File: src/hw/rtl/sjfo_div.sv
// ----------------------------------------------------------------------------
// sjfo_div - restoring divider, one quotient bit per cycle
// Quotient replaces the numerator in a shared shift register.
// ----------------------------------------------------------------------------
`default_nettype none

module sjfo_div #(
	parameter int NUM_W = 41,
	parameter int DEN_W = 8
) (
	input  wire              clk,
	input  wire              arst_n,
	input  wire              start,
	input  wire [NUM_W-1:0]  num,
	input  wire [DEN_W-1:0]  den,
	output logic             done,
	output logic [NUM_W-1:0] quot
);

	localparam int CNT_W = $clog2(NUM_W + 1);

	logic [NUM_W-1:0] quo_q;
	logic [DEN_W-1:0] rem_q;
	logic [DEN_W-1:0] den_q;
	logic [CNT_W-1:0] cnt_q;
	logic             run_q;
	logic             done_q;
	logic [DEN_W:0]   trial;
	logic             fits;

	assign trial = {rem_q, quo_q[NUM_W-1]};
	assign fits  = trial >= {1'b0, den_q};

	always_ff @(posedge clk or negedge arst_n) begin
		if (!arst_n) begin
			quo_q  <= '0;
			rem_q  <= '0;
			den_q  <= '0;
			cnt_q  <= '0;
			run_q  <= 1'b0;
			done_q <= 1'b0;
		end else begin
			done_q <= 1'b0;
			if (start) begin
				quo_q <= num;
				rem_q <= '0;
				den_q <= den;
				cnt_q <= CNT_W'(NUM_W);
				run_q <= 1'b1;
			end else if (run_q) begin
				quo_q <= {quo_q[NUM_W-2:0], fits};
				rem_q <= fits ? DEN_W'(trial - {1'b0, den_q}) : trial[DEN_W-1:0];
				cnt_q <= cnt_q - 1'b1;
				if (cnt_q == CNT_W'(1)) begin
					run_q  <= 1'b0;
					done_q <= 1'b1;
				end
			end
		end
	end

	assign done = done_q;
	assign quot = quo_q;

endmodule : sjfo_div

`default_nettype wire

File: config.mk
export PLATFORM = sky130hd
export DESIGN_NAME = sjfo_div
export DESIGN_NICKNAME = d
export VERILOG_FILES = /design/src/hw/rtl/sjfo_div.sv
export SDC_FILE = /design/constraint.sdc
export NUM_CORES = 1
export LEC_CHECK = 0
export BUFFER_PORTS_ARGS = -buffer_cell sky130_fd_sc_hd__buf_2
export CAP_MARGIN = 10
export CORE_MARGIN = 8
export CORE_UTILIZATION = 41
export DETAILED_ROUTE_END_ITERATION = 10
export PLACE_DENSITY_LB_ADDON = 0.15
export SYNTH_ARGS = -nofsm -noshare
export SYNTH_HDL_FRONTEND = slang
export SYNTH_SLANG_ARGS = --single-unit
File: constraint.sdc
create_clock -name clk -period 1.9 [get_ports clk]
set_input_delay 0.19 -clock clk [delete_from_list [all_inputs] [get_ports clk]]
set_output_delay 0.19 -clock clk [all_outputs]
set_load 0.005 [all_outputs]
==> metrics.md, run 1 <==
| Metric | Value |
|---|---|
| GPL Wtd Cong | 0.8478 |
| Initial Util | 41.95% |
| HPWL after detailed placement | 6.389 mm |
| Count leader, synth | dfrtp_1 |
| Worst skew pair latency | 0.33 ns |
| Hold Vio Cnt, Final | 0 |
| Final nets | 529 |
| Reg clk slew, reported paths | 0.07 ns |
| Diodes inserted | 0 |
| Hold Slack | 0.05630 ns |
| Routed WL | 9.179 mm |
| Vias per cell | 5.139 |
| CTS sink count | 65 |
| Maximum fanout along the worst path | 5 |
| Count of cell types in the netlist | 50 |
| Grt total ovfl | 0 |
| Gate power share | 43.3% |
| Slowest stage delay, CP | 0.41 ns |
| Critical Path AT | 2.20 ns |
| Yosys reg bits | 65 |
| Share of the synthesized area in the top cell type | 47.43% |
| CORE AREA | 0.008175 sq mm |
| Number of fill cells | 755 |
| Hold Startpoint | num[21] |
| Slowest-stage cell, CP | dfrtp_1 |
| Area Growth Syn to Fin | 36.81% |
| CP cell instances | ha_4, a21o_1, a211o_1, a21oi_4, buf_6, nand3_2, a311oi_2 |
| Die Y-Extent | 107.5 microns |
| Met3 routed WL | 716 microns |
| Detailed router's first-iteration violation count | 166 |
| Sequential Power Share | 32.2% |
| Worst path bufs/invs | 1 |
| Met1 Routed Length | 4.168 mm |
| Max layer used | met4 |
| Leading area contributor after synthesis | dfrtp_1 |
| Share of layout cells above drive strength 1 | 38.64% |
| Syn nets | 406 |
| Pin count of the biggest net entering global routing | 84 |
| Final min period | 1.967 ns |
| Initial antenna violation count | 0 |
| Max H-tree Level | 3 |
| PwrDens | 1157 mW/mm^2 |
| IO Port Bufs | 93 |
| Mean Syn Cell Area | 9.999 sq um |
| Final Slew Violations | 0 |
| Post-synthesis sequential area ratio | 47.43% |
| Setup ws final | -0.06748 ns |
| IO Count | 94 |
| Dpl ws | -0.1841 ns |
| First-pass GRT wire length | 14.88 mm |
| Post-synth EDFFs | 0 |
| Deepest clock path buffer count | 2 |
| Synth warn | 0 |
| Root buf cell | clkbuf_8 |
| Final setup violation count | 5 |
| Failing checks | setup timing |
| Crit end category | flop |
| Tot Pwr | 5429 uW |
| HP Class | in -> reg |
| DR vias | 2960 |
| Worst Tran Pin Value | 0.6959 ns |
| Rel. slew slack | 52.95% |
| CP Launch Type | flop |
| Remaining antenna violation count after routing | 0 |
| Num CTS Buffers | 9 |
| Clock group share of total power | 24.4% |
| Vias in the first global route | 2968 |
| Cells after Synth | 343 |
| Sw frac | 33.79% |
| RSZ-0062 raised after global routing | true |
| Worst r2r src | rem_q[5] |
| Ranking of synthesized cells by area | dfrtp_1 47%, mux2i_1 12%, o21ai_0 7.9% |
| Peak supply drop | 0.6618 mV |
| Synth Flop Type | dfrtp_1 |
| Leakage | 0.002497 uW |
| Peak Freq | 508.3 MHz |
| Row cnt | 33 |
| Tot GR Track Use | 15.87% |
| 1st-pass router iterations | 4 |
| Net Switching | 1834 uW |
| CP top delay family | compound AO/OA/AOI/OAI gates |
| Outcome | finished, violations left |
| Setup CP Type | reg -> reg |
| Commonest cells in the netlist | 65 x dfrtp_1, 54 x o21ai_0, 49 x nand2_1 |
| CP Depth | 7 |
| CP required | 2.13 ns |
| CTS tree | yes |
| Final Util | 57.39% |
| Chip width | 107.5 microns |
| Internal Power | 3595 uW |
| WL/cell | 15.94 microns |
| Maxcap violations | 0 |
| Post-route DRC | 0 |
| Final period utilization | 103.6% |
| Critical path launch point | rem_q[5] |
| Async S/R FF share, synth | 100.0% |
| Skew final | 0.007637 ns |
| Post-Syn Area | 0.003430 sq mm |
| Die area | 0.01155 sq mm |
| WL met2 | 4.170 mm |
| Worst Hold Depth | 3 |
| Setup TNS | -0.1916 ns |
| Worst-case reg-to-reg path depth | 7 |
final cells by class:
cell class | instances | area [sq um] | share of cell area, %
multi-input cells | 243 | 1844 | 39.31
inverters | 13 | 48.80 | 1.040
flip-flops and latches | 65 | 1628 | 34.69
clock buffers | 12 | 145.1 | 3.093
clock inverters | 4 | 76.32 | 1.627
repair buffers | 134 | 818.3 | 17.44
well taps | 105 | 131.4 | 2.800
cells by family (layout without fill, tap and decap cells):
kind of cell / after synthesis / count (layout) / synth area share [%]
compound gates: 91 / 91 / 16.86
xor+xnor: 7 / 7 / 1.788
fa+ha+maj: 11 / 11 / 4.232
buf+inv: 35 / 163 / 4.269
flops: 65 / 65 / 47.43
mux: 42 / 42 / 12.29
simple gates: 92 / 92 / 13.13
power groups by stage:
stage	Clock (uW)	Combinational, uW	Sequential, uW
finish	1330	2350	1750
CTS	1360	2160	1750
floorplan	0	1110	1740
global placement	0	1830	1750
detailed placement	0	1850	1760
global route	1410	2560	1780
worst paths after layout:
check	endpoint	slack, ns
max in group asynchronous	run_q	1.20
worst min register to register	den_q[0]	0.53
min in group asynchronous	rem_q[7]	0.39
worst min-delay path	quot[21]	0.06
worst max-delay path	rem_q[0]	-0.07
worst max register to register	rem_q[0]	-0.07
state kept, by name, indices dropped and copies added, names as in the netlist:
signal / flops
run_q: 1
den_q: 8
done: 1
cnt_q: 6
quot: 41
rem_q: 8
per-stage QoR:
step / cell area, sq um / instances
2_1_floorplan: 3446 / 343
3_3_place_gp: 4222 / 552
3_5_place_dp: 4222 / 552
4_1_cts: 4613 / 576
5_1_grt: 4692 / 576
6_report: 4692 / 576
worst min-delay path, delay by kind of cell:
family                 cells  cell delay [ns]
buffers and inverters      1             0.07
AOI/OAI and AO/OA          1             0.05
and+or+nand+nor            1             0.04
cells in the final DEF, fill, tap and decap left out, types with 3 or more instances in the layout:
cell type	count
a21o_1	4
a311oi_2	5
buf_2	92
buf_4	35
buf_6	4
clkbuf_8	10
dfrtp_1	64
ha_1	4
ha_4	5
inv_1	12
mux2i_1	41
nand2_1	49
nand2b_1	4
nand3_2	4
nor2_1	16
o21ai_0	50
o21ai_2	3
xnor2_1	5
routing by layer:
layer	vias up	GRT usage [%]
met1	1403	21.19
met2	93	23.30
met3	11	5.509
li1	1453	-
met4	0	5.451
met5	-	0
timing repair:
| item | in CTS | in global routing |
|---|---|---|
| hold buffers | 1 | 0 |
| pin swaps | 8 | 4 |
| gates resized for setup | 19 | 16 |
| endpoints found under the setup margin | 9 | 9 |
| endpoints found under the hold margin | 65 | 0 |
| setup buffers | 7 | 0 |
No activity file was read; power rests on OpenSTA's default activity.
==> inputs of run 2 (changes only) <==
--- a/config.mk
+++ b/config.mk
@@ -7,7 +7,7 @@
 export LEC_CHECK = 0
 export BUFFER_PORTS_ARGS = -buffer_cell sky130_fd_sc_hd__buf_2
 export CAP_MARGIN = 10
-export CORE_MARGIN = 8
+export CORE_MARGIN = 4
 export CORE_UTILIZATION = 41
 export DETAILED_ROUTE_END_ITERATION = 10
 export PLACE_DENSITY_LB_ADDON = 0.15
==> constraint.sdc (replaced) <==
create_clock -name clk -period 2 [get_ports clk]
set_input_delay 0.2 -clock clk [delete_from_list [all_inputs] [get_ports clk]]
set_output_delay 0.2 -clock clk [all_outputs]
set_load 0.005 [all_outputs]
==> metrics.md, run 2 (same netlist as run 1, synthesis figures left out) <==
| Metric | Value |
|---|---|
| Share of layout cells above drive strength 1 | 35.37% |
| Die area | 0.009892 sq mm |
| Detailed router's first-iteration violation count | 121 |
| CP required | 2.23 ns |
| Vias in the first global route | 2757 |
| Peak supply drop | 0.4540 mV |
| GPL Wtd Cong | 0.8509 |
| Routed WL | 8.157 mm |
| Crit end category | flop |
| Skew final | 0.009352 ns |
| Hold Vio Cnt, Final | 0 |
| Max FFs per register | 41 |
| PwrDens | 1024 mW/mm^2 |
| Final nets | 516 |
| Chip width | 99.46 microns |
| Setup ws final | -0.01918 ns |
| Die Y-Extent | 99.46 microns |
| Tot GR Track Use | 16.55% |
| Root buf cell | clkbuf_8 |
| Outcome | finished, violations left |
| HPWL after detailed placement | 5.691 mm |
| Maximum fanout along the worst path | 8 |
| Final min period | 2.019 ns |
| Critical Path AT | 2.25 ns |
| Remaining antenna violation count after routing | 0 |
| Reg clk slew, reported paths | 0.08 ns |
| Peak Freq | 495.3 MHz |
| Max H-tree Level | 3 |
| Commonest non-fill, non-tap cell in the layout | buf_2 |
| Setup CP Type | reg -> reg |
| Final setup violation count | 2 |
| Row cnt | 33 |
| 1st-pass router iterations | 4 |
| Maxcap violations | 0 |
| Num CTS Buffers | 9 |
| CP Launch Type | flop |
| Vias per cell | 4.995 |
| CORE AREA | 0.008175 sq mm |
| Setup TNS | -0.02445 ns |
| HP Class | in -> reg |
| CTS sink count | 65 |
| Final Util | 54.59% |
| IO Port Bufs | 93 |
| Worst skew pair latency | 0.33 ns |
| Initial antenna violation count | 0 |
| WL/cell | 14.49 microns |
| RSZ-0062 raised after global routing | true |
| Worst Tran Pin Value | 0.6140 ns |
| IO Count | 94 |
| Deepest clock path buffer count | 2 |
| Pin count of the biggest net entering global routing | 115 |
| Leakage | 0.002407 uW |
| Final Slew Violations | 0 |
| Rel. slew slack | 58.49% |
| Grt total ovfl | 0 |
| Failing checks | setup timing |
| DR vias | 2812 |
| Area Growth Syn to Fin | 30.13% |
| Final period utilization | 101.0% |
| CTS tree | yes |
| Most frequent cells in the layout | 93 x buf_2, 64 x dfrtp_1, 53 x o21ai_0 |
| First-pass GRT wire length | 13.27 mm |
| Post-route DRC | 0 |
| Diodes inserted | 0 |
| Initial Util | 41.95% |
-- run 2: timing repair --
item,in CTS,in global routing
resized for setup,5,14
pin swaps,3,16
endpoints found under the setup margin,4,9
hold endpoints to repair,14,0
buffers inserted,0,4
hold buffers,1,0
-- run 2: through the flow --
| stage | hold slack [ns] | instances | cell area (sq um) | setup WS (ns) | power [uW] |
|---|---|---|---|---|---|
| floorplan | -0.09559 | 343 | 3442 | 0.08170 | 2699 |
| global placement | 0.1521 | 542 | 4140 | -0.01643 | 3281 |
| detailed placement | 0.1474 | 542 | 4140 | -0.06301 | 3293 |
| CTS | 0.05382 | 559 | 4344 | -0.007867 | 4379 |
| global route | 0.05198 | 563 | 4463 | -0.1201 | 4866 |
| finish | 0.06938 | 563 | 4463 | -0.01918 | 4570 |
-- run 2: path summary, 6_finish.rpt --
kind                            startpoint       end  cells past startpoint  slack (ns)
max in group asynchronous           arst_n  quot[14]                      3        1.07
worst max-delay path              den_q[6]  rem_q[6]                      8       -0.02
worst min-delay path               num[21]  quot[21]                      3        0.07
worst min register to register    den_q[0]  den_q[0]                      1        0.52
worst max register to register    den_q[6]  rem_q[6]                      8       -0.02
min in group asynchronous           arst_n  den_q[5]                      2        0.33
-- run 2: critical path: stages (launching register included) --
cell      delay, ns
dfrtp_1        0.37
inv_2          0.08
ha_4           0.23
a21o_1         0.21
a211o_1        0.36
a21oi_2        0.17
buf_6          0.16
nand3_2        0.07
a311oi_2       0.28
-- run 2: power by group --
| part | total, uW | switching [uW] | internal, uW |
|---|---|---|---|
| clock network | 1030 | 511 | 519 |
| logic | 1890 | 933 | 955 |
| registers | 1650 | 158 | 1490 |
-- run 2: cell type report --
type / instances / area (sq um)
clock buffer: 12 / 155.1
clock inverter: 4 / 26.28
fill: 765 / 3712
multi-input combinational: 243 / 1767
timing repair buffer: 121 / 706.9
tap: 105 / 131.4
inverter: 13 / 48.80
sequential: 65 / 1628
-- run 2: per-layer routing --
layer,vias up,wire length (microns),track usage [%]
met4,0,72,5.042
met1,1306,3927,23.69
met5,-,0,0
met3,6,501,5.189
li1,1431,-,-
met2,69,3655,24.02
