[src/hw/rtl/sjfo_pkg.sv]
// ----------------------------------------------------------------------------
// sjfo_pkg - shared types and constants
// Fixed field widths and the control word broadcast along the cell chain.
// ----------------------------------------------------------------------------
`default_nettype none

package sjfo_pkg;

	localparam int IN_TIME_W = 20;  // service_time port width
	localparam int IDX_W     = 6;   // stored person index (number minus 1)
	localparam int PERSON_W  = 7;
	localparam int WAIT_W    = 26;
	localparam int AVG_W     = 33;

	// broadcast to every cell each cycle
	typedef struct packed {
		logic load;   // insert the new word this cycle
		logic drain;  // shift the chain one place toward cell 0
	} cell_ctrl_t;

endpackage : sjfo_pkg

`default_nettype wire

[src/hw/rtl/sjfo_cell.sv]
// ----------------------------------------------------------------------------
// sjfo_cell - one slot of the insertion chain
// Holds one time and person index; inserts, shifts right on insert, or
// shifts left while draining.
// ----------------------------------------------------------------------------
`default_nettype none

module sjfo_cell
	import sjfo_pkg::*;
#(
	parameter int TIME_BITS = 20
) (
	input  wire                  clk,
	input  wire cell_ctrl_t      ctrl,
	input  wire                  occ,          // slot holds a stored entry
	input  wire                  at_end,       // slot is the first free one
	input  wire [TIME_BITS-1:0]  new_time,
	input  wire [IDX_W-1:0]      new_person,
	input  wire [TIME_BITS-1:0]  left_time,
	input  wire [IDX_W-1:0]      left_person,
	input  wire                  left_gt,
	input  wire [TIME_BITS-1:0]  right_time,
	input  wire [IDX_W-1:0]      right_person,
	output logic [TIME_BITS-1:0] time_val,
	output logic [IDX_W-1:0]     person,
	output logic                 gt
);

	logic [TIME_BITS-1:0] time_q;
	logic [IDX_W-1:0]     person_q;
	logic                 take;

	// strictly greater keeps ties in arrival order
	assign gt   = occ && (time_q > new_time);
	assign take = gt || at_end;

	always_ff @(posedge clk) begin
		if (ctrl.drain) begin
			time_q   <= right_time;
			person_q <= right_person;
		end else if (ctrl.load && take) begin
			if (left_gt) begin
				time_q   <= left_time;
				person_q <= left_person;
			end else begin
				time_q   <= new_time;
				person_q <= new_person;
			end
		end
	end

	assign time_val = time_q;
	assign person   = person_q;

endmodule : sjfo_cell

`default_nettype wire

[config.mk]
export PLATFORM = sky130hd
export DESIGN_NAME = sjfo_cell
export DESIGN_NICKNAME = d
export VERILOG_FILES = /design/src/hw/rtl/sjfo_pkg.sv /design/src/hw/rtl/sjfo_cell.sv
export SDC_FILE = /design/constraint.sdc
export NUM_CORES = 1
export LEC_CHECK = 0
export BUFFER_PORTS_ARGS = -buffer_cell sky130_fd_sc_hd__buf_2
export CORE_MARGIN = 1
export CORE_UTILIZATION = 25
export DETAILED_ROUTE_END_ITERATION = 8
export MAX_ROUTING_LAYER = met4
export PLACE_DENSITY_LB_ADDON = 0.1
export SETUP_SLACK_MARGIN = 0.5
export SLEW_MARGIN = 0
export SYNTH_ARGS = -nofsm -noshare
export SYNTH_HDL_FRONTEND = slang
export SYNTH_SLANG_ARGS = --single-unit
[constraint.sdc]
create_clock -name clk -period 3.4 [get_ports clk]
set_input_delay 0.34 -clock clk [delete_from_list [all_inputs] [get_ports clk]]
set_output_delay 0.34 -clock clk [all_outputs]
set_load 0.03 [all_outputs]
==> impl_metrics.tcl, run 1 <==
set metrics [dict create \
    powerDensity_mw_per_mm2 388 \
    slew_viol_final 0 \
    die_w_um 87.8 \
    grt_overflow 0 \
    n_antenna_cell 0 \
    power_leakage_uw 0.00132 \
    ys_seq_elements 26 \
    clock_tree.htree_level_count 1 \
    worst-endpoint-required_ps 3060 \
    start_util_pct 26.5 \
    yosys-mux-area-fraction_pct 14.1 \
    post_cts_hold_buffer_count 0 \
    setup.worst_path.start_class "flop" \
    clock-skew-final_ps 1.88 \
    worst-slew-pin-transition_ps 807 \
    antenna_violations_before_repair 0 \
    vias_post_dr 1631 \
    vdd_ir_drop_max_mv 0.145 \
    dr.pass1.iters 4 \
    gr-usage-all-layers_pct 12.7 \
    worstPathArrival_ps 2260 \
    yosysWarnings 0 \
    layout-area-overhead-vs-synth_pct 39.2 \
    detailed_place_hpwl_mm 3.77 \
    grt_pass1_wl_mm 7.18 \
    buffer_ports.inserted 110 \
    clkSlewWorstSetupHoldPaths_ps 100 \
    combinational_family_with_the_most_area_after_synthesis "multiplexers" \
    cts_num_sinks 26 \
    preCtsSetupSlack_ps 504 \
    worstSkewPairLatency_ps 270 \
    die_h_um 87.8 \
    max_freq_ghz 0.385 \
    synthXorXnorAreaFrac_pct 0 \
    cts_setup_buffers 0 \
    min_period_ps 2600 \
    post_drt_via_cell_ratio 4.21 \
    tritoncts.num_buffers 3 \
    syn_avg_cell_area_sq_um 9.96 \
    ctsLongestPathBuffers 2 \
    synth_cell_type_count 22 \
    final_antenna_net_count 0 \
    synth_fa_ha_area_share_pct 13.6 \
    finalInstanceArea_sq_mm 0.00256 \
    hold_viol 0 \
    core.rowCount 30 \
    totalPowerFinal_uw 994 \
    timing.critical_path.to_type "output port" \
    placedInstanceArea_sq_mm 0.00248 \
    dieArea_sq_mm 0.00771 \
    number_of_global_route_vias_before_repair 1541 \
    finalSetupTns_ps 0 \
    synth_cells 185 \
    finalWeightedCongestion 0.668 \
    timing.setup.critical_path_class "flop to output port" \
    reg2reg_slack_ps 840 \
    routed_wl_mm 4.74 \
    cts_root_buf "sky130_fd_sc_hd__clkbuf_8" \
    grt_setup_unrepaired "false" \
    grt_max_degree 41 \
    timing.critical_path.fanout_max 2 \
    cts_tree "done" \
    place_inst 383 \
    netlist_area_sq_mm 0.00184 \
    drc_errors 0 \
    io_pins 111 \
    worst_slew_margin_rel_pct 46.2 \
    drive_gt1_share_pct 40.5 \
    floorplan.core_area_sq_mm 0.00694 \
    maxCapViolCount 0 \
    drt_first_iter_violations 19 \
    finalNetCount 396 \
    fin_ws_ps 804 \
    synth_compound_area_share_pct 13.5 \
    setup_viol 0 \
    syn-num-nets 289 \
    finish.cell_count_without_fillers 387 \
    status "finished clean" \
    share_of_the_clock_period_used_by_the_worst_path_pct 76.4 \
    seq_area_frac_synth_pct 42.4 \
    avgRoutedWirePerCell_um 12.2 \
    synth_simple_gate_area_share_pct 10.4 \
    hold_path.class "input port to flop" \
]
[per-stage QoR]
step                      utilization (%)  hold WS [ps]
after floorplan                         -           527
after global placement               35.8           623
after detailed placement             35.8           629
after CTS                            36.8           333
after global routing                 36.9           350
final                                36.9           338
[layout by cell type, fill, tap and decap left out]
cell type / count
sky130_fd_sc_hd__nand3_1: 3
sky130_fd_sc_hd__inv_1: 20
sky130_fd_sc_hd__mux2i_1: 26
sky130_fd_sc_hd__a21o_1: 3
sky130_fd_sc_hd__bufinv_16: 1
sky130_fd_sc_hd__buf_2: 110
sky130_fd_sc_hd__edfxtp_1: 26
sky130_fd_sc_hd__o21ai_0: 27
sky130_fd_sc_hd__o21a_1: 2
sky130_fd_sc_hd__a211oi_1: 1
sky130_fd_sc_hd__nand4_1: 4
sky130_fd_sc_hd__or4_1: 1
sky130_fd_sc_hd__clkbuf_8: 3
sky130_fd_sc_hd__buf_4: 1
sky130_fd_sc_hd__o211ai_1: 1
sky130_fd_sc_hd__a21oi_1: 8
sky130_fd_sc_hd__nand4_2: 1
sky130_fd_sc_hd__ha_1: 20
sky130_fd_sc_hd__nor2b_1: 1
sky130_fd_sc_hd__or3_1: 2
sky130_fd_sc_hd__or4_4: 1
sky130_fd_sc_hd__a2111oi_0: 1
sky130_fd_sc_hd__o221a_4: 1
sky130_fd_sc_hd__nand2_1: 27
[layout make-up]
type,instances,area [sq um]
Clock buffer,3,41.3
Clock inverter,1,30.0
Fill cell,716,4380
Inverter,20,75.1
Multi-Input combinational cell,130,958
Sequential cell,26,781
Tap cell,96,120
Timing Repair Buffer,111,558
[synthesized netlist by cell type]
library cell	number	share of area, %
sky130_fd_sc_hd__nand2_1	27	5.5
sky130_fd_sc_hd__o21ai_0	27	7.3
sky130_fd_sc_hd__edfxtp_1	26	42
sky130_fd_sc_hd__mux2i_1	26	14
sky130_fd_sc_hd__ha_1	20	14
sky130_fd_sc_hd__inv_1	20	4.1
sky130_fd_sc_hd__a21oi_1	8	2.2
sky130_fd_sc_hd__clkbuf_1	7	1.4
sky130_fd_sc_hd__nand4_1	4	1.4
sky130_fd_sc_hd__a21o_1	3	1.2
sky130_fd_sc_hd__nand3_1	3	0.81
sky130_fd_sc_hd__buf_2	2	0.54
sky130_fd_sc_hd__o21a_1	2	0.81
sky130_fd_sc_hd__or3_1	2	0.68
sky130_fd_sc_hd__a2111oi_0	1	0.48
sky130_fd_sc_hd__a211oi_1	1	0.41
sky130_fd_sc_hd__nand4_2	1	0.68
sky130_fd_sc_hd__nor2b_1	1	0.34
sky130_fd_sc_hd__o211ai_1	1	0.41
sky130_fd_sc_hd__o221a_2	1	0.61
sky130_fd_sc_hd__or4_1	1	0.41
sky130_fd_sc_hd__or4_4	1	0.61
[logic make-up (layout without fill, tap and decap cells)]
kind of cell / after synthesis / count (layout)
buf+inv: 29 / 135
flops: 26 / 26
simple gates: 40 / 40
compound gates: 44 / 44
fa+ha+maj: 20 / 20
mux: 26 / 26
[what timing repair did]
item                                    CTS  global route
resized for setup                         0             1
endpoints found under the setup margin    0            26
endpoints found under the hold margin     0             0
[worst max-delay path, stage by stage (launching register included)]
cell                       delay (ps)
sky130_fd_sc_hd__edfxtp_1         400
sky130_fd_sc_hd__ha_1             320
sky130_fd_sc_hd__a21o_1           170
sky130_fd_sc_hd__nand3_1           70
sky130_fd_sc_hd__a21oi_1           60
sky130_fd_sc_hd__or4_1            590
sky130_fd_sc_hd__o21a_1           200
sky130_fd_sc_hd__buf_2            170
[report_power, final]
part,leakage [uW],switching (uW),internal [uW]
Combinational,0.00102,192,120
Clock,0.0000357,107,158
Sequential,0.000261,16.2,401
[layer usage]
metal	wire length, um	track usage, %	vias to the layer above
met5	0	-	-
met4	45	3.58	0
met3	335	3.02	5
met2	2120	20.4	65
met1	2240	15.9	675
li1	-	-	886
[final timing paths]
kind	from	endpoint	cells past startpoint
worst max-delay path	time_val[13]$_DFFE_PP_	gt	7
worst max register to register	time_val[19]$_DFFE_PP_	time_val[17]$_DFFE_PP_	6
worst min register to register	time_val[19]$_DFFE_PP_	time_val[11]$_DFFE_PP_	5
worst min-delay path	right_time[4]	time_val[4]$_DFFE_PP_	3
[sequential cells by signal, indices dropped and copies added (netlist names)]
name	flops
time_val	20
person	6
No activity file was read; power rests on OpenSTA's default activity.
==> run 2, diff against run 1 <==
- clock period: 3.4 -> 2.57 ns (I/O delays scaled with it)
==> impl_metrics.tcl, run 2 (synthesized netlist as in run 1, its figures left out) <==
set metrics [dict create \
    status "finished clean" \
    layout-area-overhead-vs-synth_pct 45.6 \
    hold_viol 0 \
    power.sequential.fraction_pct 44.1 \
    leading_cell_type_in_the_layout_fill_and_taps_excluded "sky130_fd_sc_hd__buf_2" \
    fill_cells 693 \
    grt_overflow 0 \
    combPwrFrac_pct 36.8 \
    ctsLongestPathBuffers 2 \
    max_freq_ghz 0.406 \
    finish.cell_count_without_fillers 393 \
    drt_first_iter_violations 35 \
    worstSkewPairLatency_ps 270 \
    timing.critical_path.to_type "flop" \
    largest_register_ff_count 20 \
    hold-path-endpoint "person[2]$_DFFE_PP_" \
    gr-usage-all-layers_pct 13.9 \
    cts_tree "done" \
    slew_viol_final 0 \
    grt_setup_unrepaired "true" \
    seqCellArea_sq_um 781 \
    min_period_ps 2460 \
    finalNetCount 402 \
    clock_tree.htree_level_count 1 \
    grt_pass1_wl_mm 7.89 \
    place_inst 383 \
    final_antenna_net_count 0 \
    maxCapViolCount 0 \
    multiInputGateArea_sq_mm 0.00107 \
    finalWeightedCongestion 0.751 \
    start_util_pct 26.5 \
    layout.cells.most_common_list "109 x sky130_fd_sc_hd__buf_2, 27 x sky130_fd_sc_hd__nand2_1, 27 x sky130_fd_sc_hd__o21ai_0" \
    net_switching_power_figure_uw 428 \
    hold_path_startpoint "right_person[2]" \
    buffer_ports.inserted 110 \
    power_leakage_uw 0.00134 \
    hold_path_cell_cnt 3 \
    critical_r2r_capture "person[3]$_DFFE_PP_" \
    io_pins 111 \
    timing.reg2reg.worst_path_depth 6 \
    switching_share_pct 34.1 \
    post-route-util_pct 38.6 \
    cts_root_buf "sky130_fd_sc_hd__clkbuf_8" \
    finalSetupTns_ps 0 \
    n_antenna_cell 0 \
    setup.worst_path.start_class "flop" \
    dieArea_sq_mm 0.00771 \
    grt_max_degree 41 \
    worstPathArrival_ps 2490 \
    clock-skew-final_ps 2.63 \
    tritoncts.num_buffers 3 \
    timing.setup.critical_path_class "flop to flop" \
    powerDensity_mw_per_mm2 468 \
    setup_viol 0 \
    die_w_um 87.8 \
    hold_path.class "input port to flop" \
    vdd_ir_drop_max_mv 0.155 \
    floorplan.core_area_sq_mm 0.00694 \
    reg2reg_slack_ps 110 \
    worst_slew_margin_rel_pct 45.6 \
    cts_num_sinks 26 \
    core.rowCount 30 \
    worst_r2r_startpoint "time_val[15]$_DFFE_PP_" \
    power_frac_clock_pct 19.0 \
    antenna_violations_before_repair 0 \
    placedInstanceArea_sq_mm 0.00252 \
    drive_gt1_share_pct 43.8 \
    power_report.internal_total_uw 827 \
    fin_worst_hold_slack_ps 262 \
    detailed_place_hpwl_mm 3.89 \
    worst-slew-pin-transition_ps 816 \
    share_of_the_clock_period_used_by_the_worst_path_pct 95.9 \
    worst-endpoint-required_ps 2600 \
    die_h_um 87.8 \
    avgRoutedWirePerCell_um 13.1 \
    clkSlewWorstSetupHoldPaths_ps 90 \
    dr.pass1.iters 4 \
    post_drt_via_cell_ratio 4.39 \
    number_of_global_route_vias_before_repair 1678 \
    routed_wl_mm 5.13 \
    finalInstanceArea_sq_mm 0.00268 \
    drc_errors 0 \
    timing.critical_path.fanout_max 7 \
    vias_post_dr 1725 \
]
==> run 2: power groups by stage <==
stage / Clock, uW / Sequential (uW) / Combinational, uW
2_1_floorplan: 0 / 658 / 171
3_3_place_gp: 0 / 562 / 430
3_5_place_dp: 0 / 563 / 429
4_1_cts: 254 / 554 / 470
5_1_grt: 263 / 561 / 512
6_report: 239 / 554 / 462
==> run 2: timing repair <==
action	4_1_cts	5_1_grt
gates cloned	3	0
setup buffers	2	1
endpoints found under the setup margin	27	27
gates resized for setup	9	1
pin swaps	1	1
hold buffers	0	0
==> run 2: worst max path at each step <==
stage / start / end / slack, ps / cells after the start
2_1_floorplan: time_val[14]$_DFFE_PP_ / person[0]$_DFFE_PP_ / 70 / 6
3_3_place_gp: new_time[13] / person[0]$_DFFE_PP_ / 70 / 8
3_5_place_dp: time_val[13]$_DFFE_PP_ / person[0]$_DFFE_PP_ / 10 / 6
4_1_cts: time_val[15]$_DFFE_PP_ / gt / 110 / 6
5_1_grt: time_val[15]$_DFFE_PP_ / time_val[9]$_DFFE_PP_ / 40 / 6
6_report: time_val[15]$_DFFE_PP_ / person[3]$_DFFE_PP_ / 110 / 6
==> run 2: metrics by stage <==
| step | setup slack (ps) | total power, uW |
|---|---|---|
| finish | 106 | 1250 |
| detailed placement | 14.9 | 992 |
| global placement | 68.2 | 992 |
| global route | 37.2 | 1340 |
| CTS | 108 | 1280 |
| floorplan | 65.8 | 830 |
==> run 2: critical path, stage by stage, from the launching register on <==
cell and delay (ps):
sky130_fd_sc_hd__edfxtp_1 440, sky130_fd_sc_hd__ha_4 300, sky130_fd_sc_hd__nand4_1 170, sky130_fd_sc_hd__or4_4 570
sky130_fd_sc_hd__o21a_1 200, sky130_fd_sc_hd__or3_4 370, sky130_fd_sc_hd__o221a_4 180
==> run 2: routing by layer <==
metal  vias to the layer above  wire, um  global-route usage, %
met5                         -         0                      -
met4                         0        27                   1.79
met3                         2       268                   2.92
met2                        61      2480                   24.5
met1                       755      2360                   16.8
li1                        907         -                      -
==> run 2: layout make-up <==
class / instances / share of cell area, %
Clock buffer: 3 / 1.54
Clock inverter: 1 / 0.140
Inverter: 20 / 2.80
Multi-Input combinational cell: 133 / 40.0
Sequential cell: 26 / 29.1
Tap cell: 96 / 4.48
Timing Repair Buffer: 114 / 21.9
==> run 3, diff against run 2 <==
- CTS_BUF_LIST: default -> sky130_fd_sc_hd__clkbuf_16
==> impl_metrics.tcl, run 3 (synthesized netlist as in run 1, its figures left out) <==
set metrics [dict create \
    preCtsSetupSlack_ps 14.9 \
    grt_overflow 0 \
    avgRoutedWirePerCell_um 13.2 \
    timing.critical_path.slowest_stage_cell "sky130_fd_sc_hd__or4_4" \
    n_antenna_cell 0 \
    min_period_ps 2450 \
    timing.critical_path.to "time_val[7]$_DFFE_PP_" \
    die_w_um 87.8 \
    dr.pass1.iters 4 \
    timing.reg2reg.worst_path_depth 6 \
    hold_path.class "input port to flop" \
    largest_register_ff_count 20 \
    power_leakage_uw 0.00136 \
    start_util_pct 26.5 \
    detailed_place_hpwl_mm 3.89 \
    maxCapViolCount 0 \
    grt_pass1_wl_mm 8.05 \
    post_cts_hold_buffer_count 0 \
    die_h_um 87.8 \
    status "finished clean" \
    timing.critical_path.to_type "flop" \
    grt_max_degree 41 \
    worst-slew-pin-transition_ps 812 \
    finalSetupTns_ps 0 \
    ctsLongestPathBuffers 2 \
    post_drt_via_cell_ratio 4.38 \
    layout.cells.most_common_list "109 x sky130_fd_sc_hd__buf_2, 27 x sky130_fd_sc_hd__nand2_1, 27 x sky130_fd_sc_hd__o21ai_0" \
    core.rowCount 30 \
    final_antenna_net_count 0 \
    clock-skew-final_ps 1.89 \
    finalInstanceArea_sq_mm 0.00272 \
    timing.critical_path.fanout_max 6 \
    vdd_ir_drop_max_mv 0.202 \
    leading_cell_type_in_the_layout_fill_and_taps_excluded "sky130_fd_sc_hd__buf_2" \
    dieArea_sq_mm 0.00771 \
    slew_viol_final 0 \
    drt_first_iter_violations 33 \
    io_pins 111 \
    layout-area-overhead-vs-synth_pct 47.8 \
    setup_viol 0 \
    worst_slew_margin_rel_pct 45.9 \
    max_freq_ghz 0.408 \
    cts_root_buf "sky130_fd_sc_hd__clkbuf_16" \
    grt_setup_unrepaired "true" \
    routed_wl_mm 5.20 \
    timing.setup.critical_path_class "flop to flop" \
    clkSlewWorstSetupHoldPaths_ps 70 \
    cell_by_cell_trace_of_the_critical_path "ha_4 > nand4_1 > or4_4 > o21a_1 > or3_4 > o221a_4" \
    vias_post_dr 1725 \
    critical_r2r_capture "time_val[7]$_DFFE_PP_" \
    hold_viol 0 \
    floorplan.core_area_sq_mm 0.00694 \
    startpoint "time_val[15]$_DFFE_PP_" \
    share_of_the_clock_period_used_by_the_worst_path_pct 95.4 \
    post-route-util_pct 39.2 \
    powerDensity_mw_per_mm2 505 \
    fin_worst_hold_slack_ps 272 \
    drive_gt1_share_pct 44.0 \
    number_of_global_route_vias_before_repair 1689 \
    worstSkewPairLatency_ps 260 \
    finalWeightedCongestion 0.751 \
    reg2reg_slack_ps 120 \
    buffer_ports.inserted 110 \
    setup.worst_path.start_class "flop" \
    gr-usage-all-layers_pct 14.2 \
    worst-endpoint-required_ps 2580 \
    fin_ws_ps 119 \
    cts_tree "done" \
    antenna_violations_before_repair 0 \
    worstPathArrival_ps 2460 \
    finalNetCount 403 \
    placedInstanceArea_sq_mm 0.00252 \
    worst_path_largest_cell_delay_ps 570 \
    drc_errors 0 \
    clock_tree.htree_level_count 1 \
    tritoncts.num_buffers 3 \
    cts_num_sinks 26 \
    worst_r2r_startpoint "time_val[15]$_DFFE_PP_" \
]
-- run 3: cell types whose count changed in the layout (fill, tap and decap cells not counted), sizes merged --
cell and change:
buf +1
-- run 3: per-stage QoR --
step	total power (uW)	cells
global placement	992	383
detailed placement	992	383
global route	1450	394
finish	1370	394
CTS	1390	393
floorplan	830	185
-- run 3: layout make-up --
type	count	area, sq um
multi-input cells	133	1070
fillers	698	4220
flip-flops and latches	26	781
inverters	20	75.1
clock buffers	3	75.1
well taps	96	120
repair buffers	115	594
clock inverters	1	3.75
-- run 3: how the worst min path moves through the flow --
stage,from,endpoint,cells past startpoint
after floorplan,right_time[17],time_val[17]$_DFFE_PP_,2
after global placement,right_person[3],person[3]$_DFFE_PP_,3
after detailed placement,right_person[2],person[2]$_DFFE_PP_,3
after CTS,right_person[2],person[2]$_DFFE_PP_,3
after global routing,right_person[3],person[3]$_DFFE_PP_,3
final,right_person[2],person[2]$_DFFE_PP_,3
-- run 3: worst max-delay path: cells and delay by family (launching register included) --
kind                     cells  cell delay (ps)
adder cells (fa/ha/maj)      1              290
flip-flops                   1              430
AO/OA/AOI/OAI                2              380
AND/OR/NAND/NOR              3             1110
-- run 3: per-layer routing --
layer	global-route usage, %	part of all wire [%]	vias up
met3	2.92	5.2	4
met5	-	0	-
met4	2.24	0.54	0
met2	24.1	47	61
met1	17.6	47	751
li1	-	-	909
-- run 3: what timing repair did --
| action | in CTS | in global routing |
|---|---|---|
| setup endpoints to repair | 27 | 27 |
| gates resized for setup | 10 | 0 |
| cloned | 3 | 0 |
| setup buffers | 3 | 1 |
| hold endpoints to repair | 0 | 0 |
| pin swaps | 1 | 1 |
-- run 3: power by group --
group	total (uW)	leakage [uW]	internal, uW	switching, uW
Sequential	554	0.000261	530	23.9
Combinational	468	0.00107	193	275
Clock	353	0.0000385	209	144
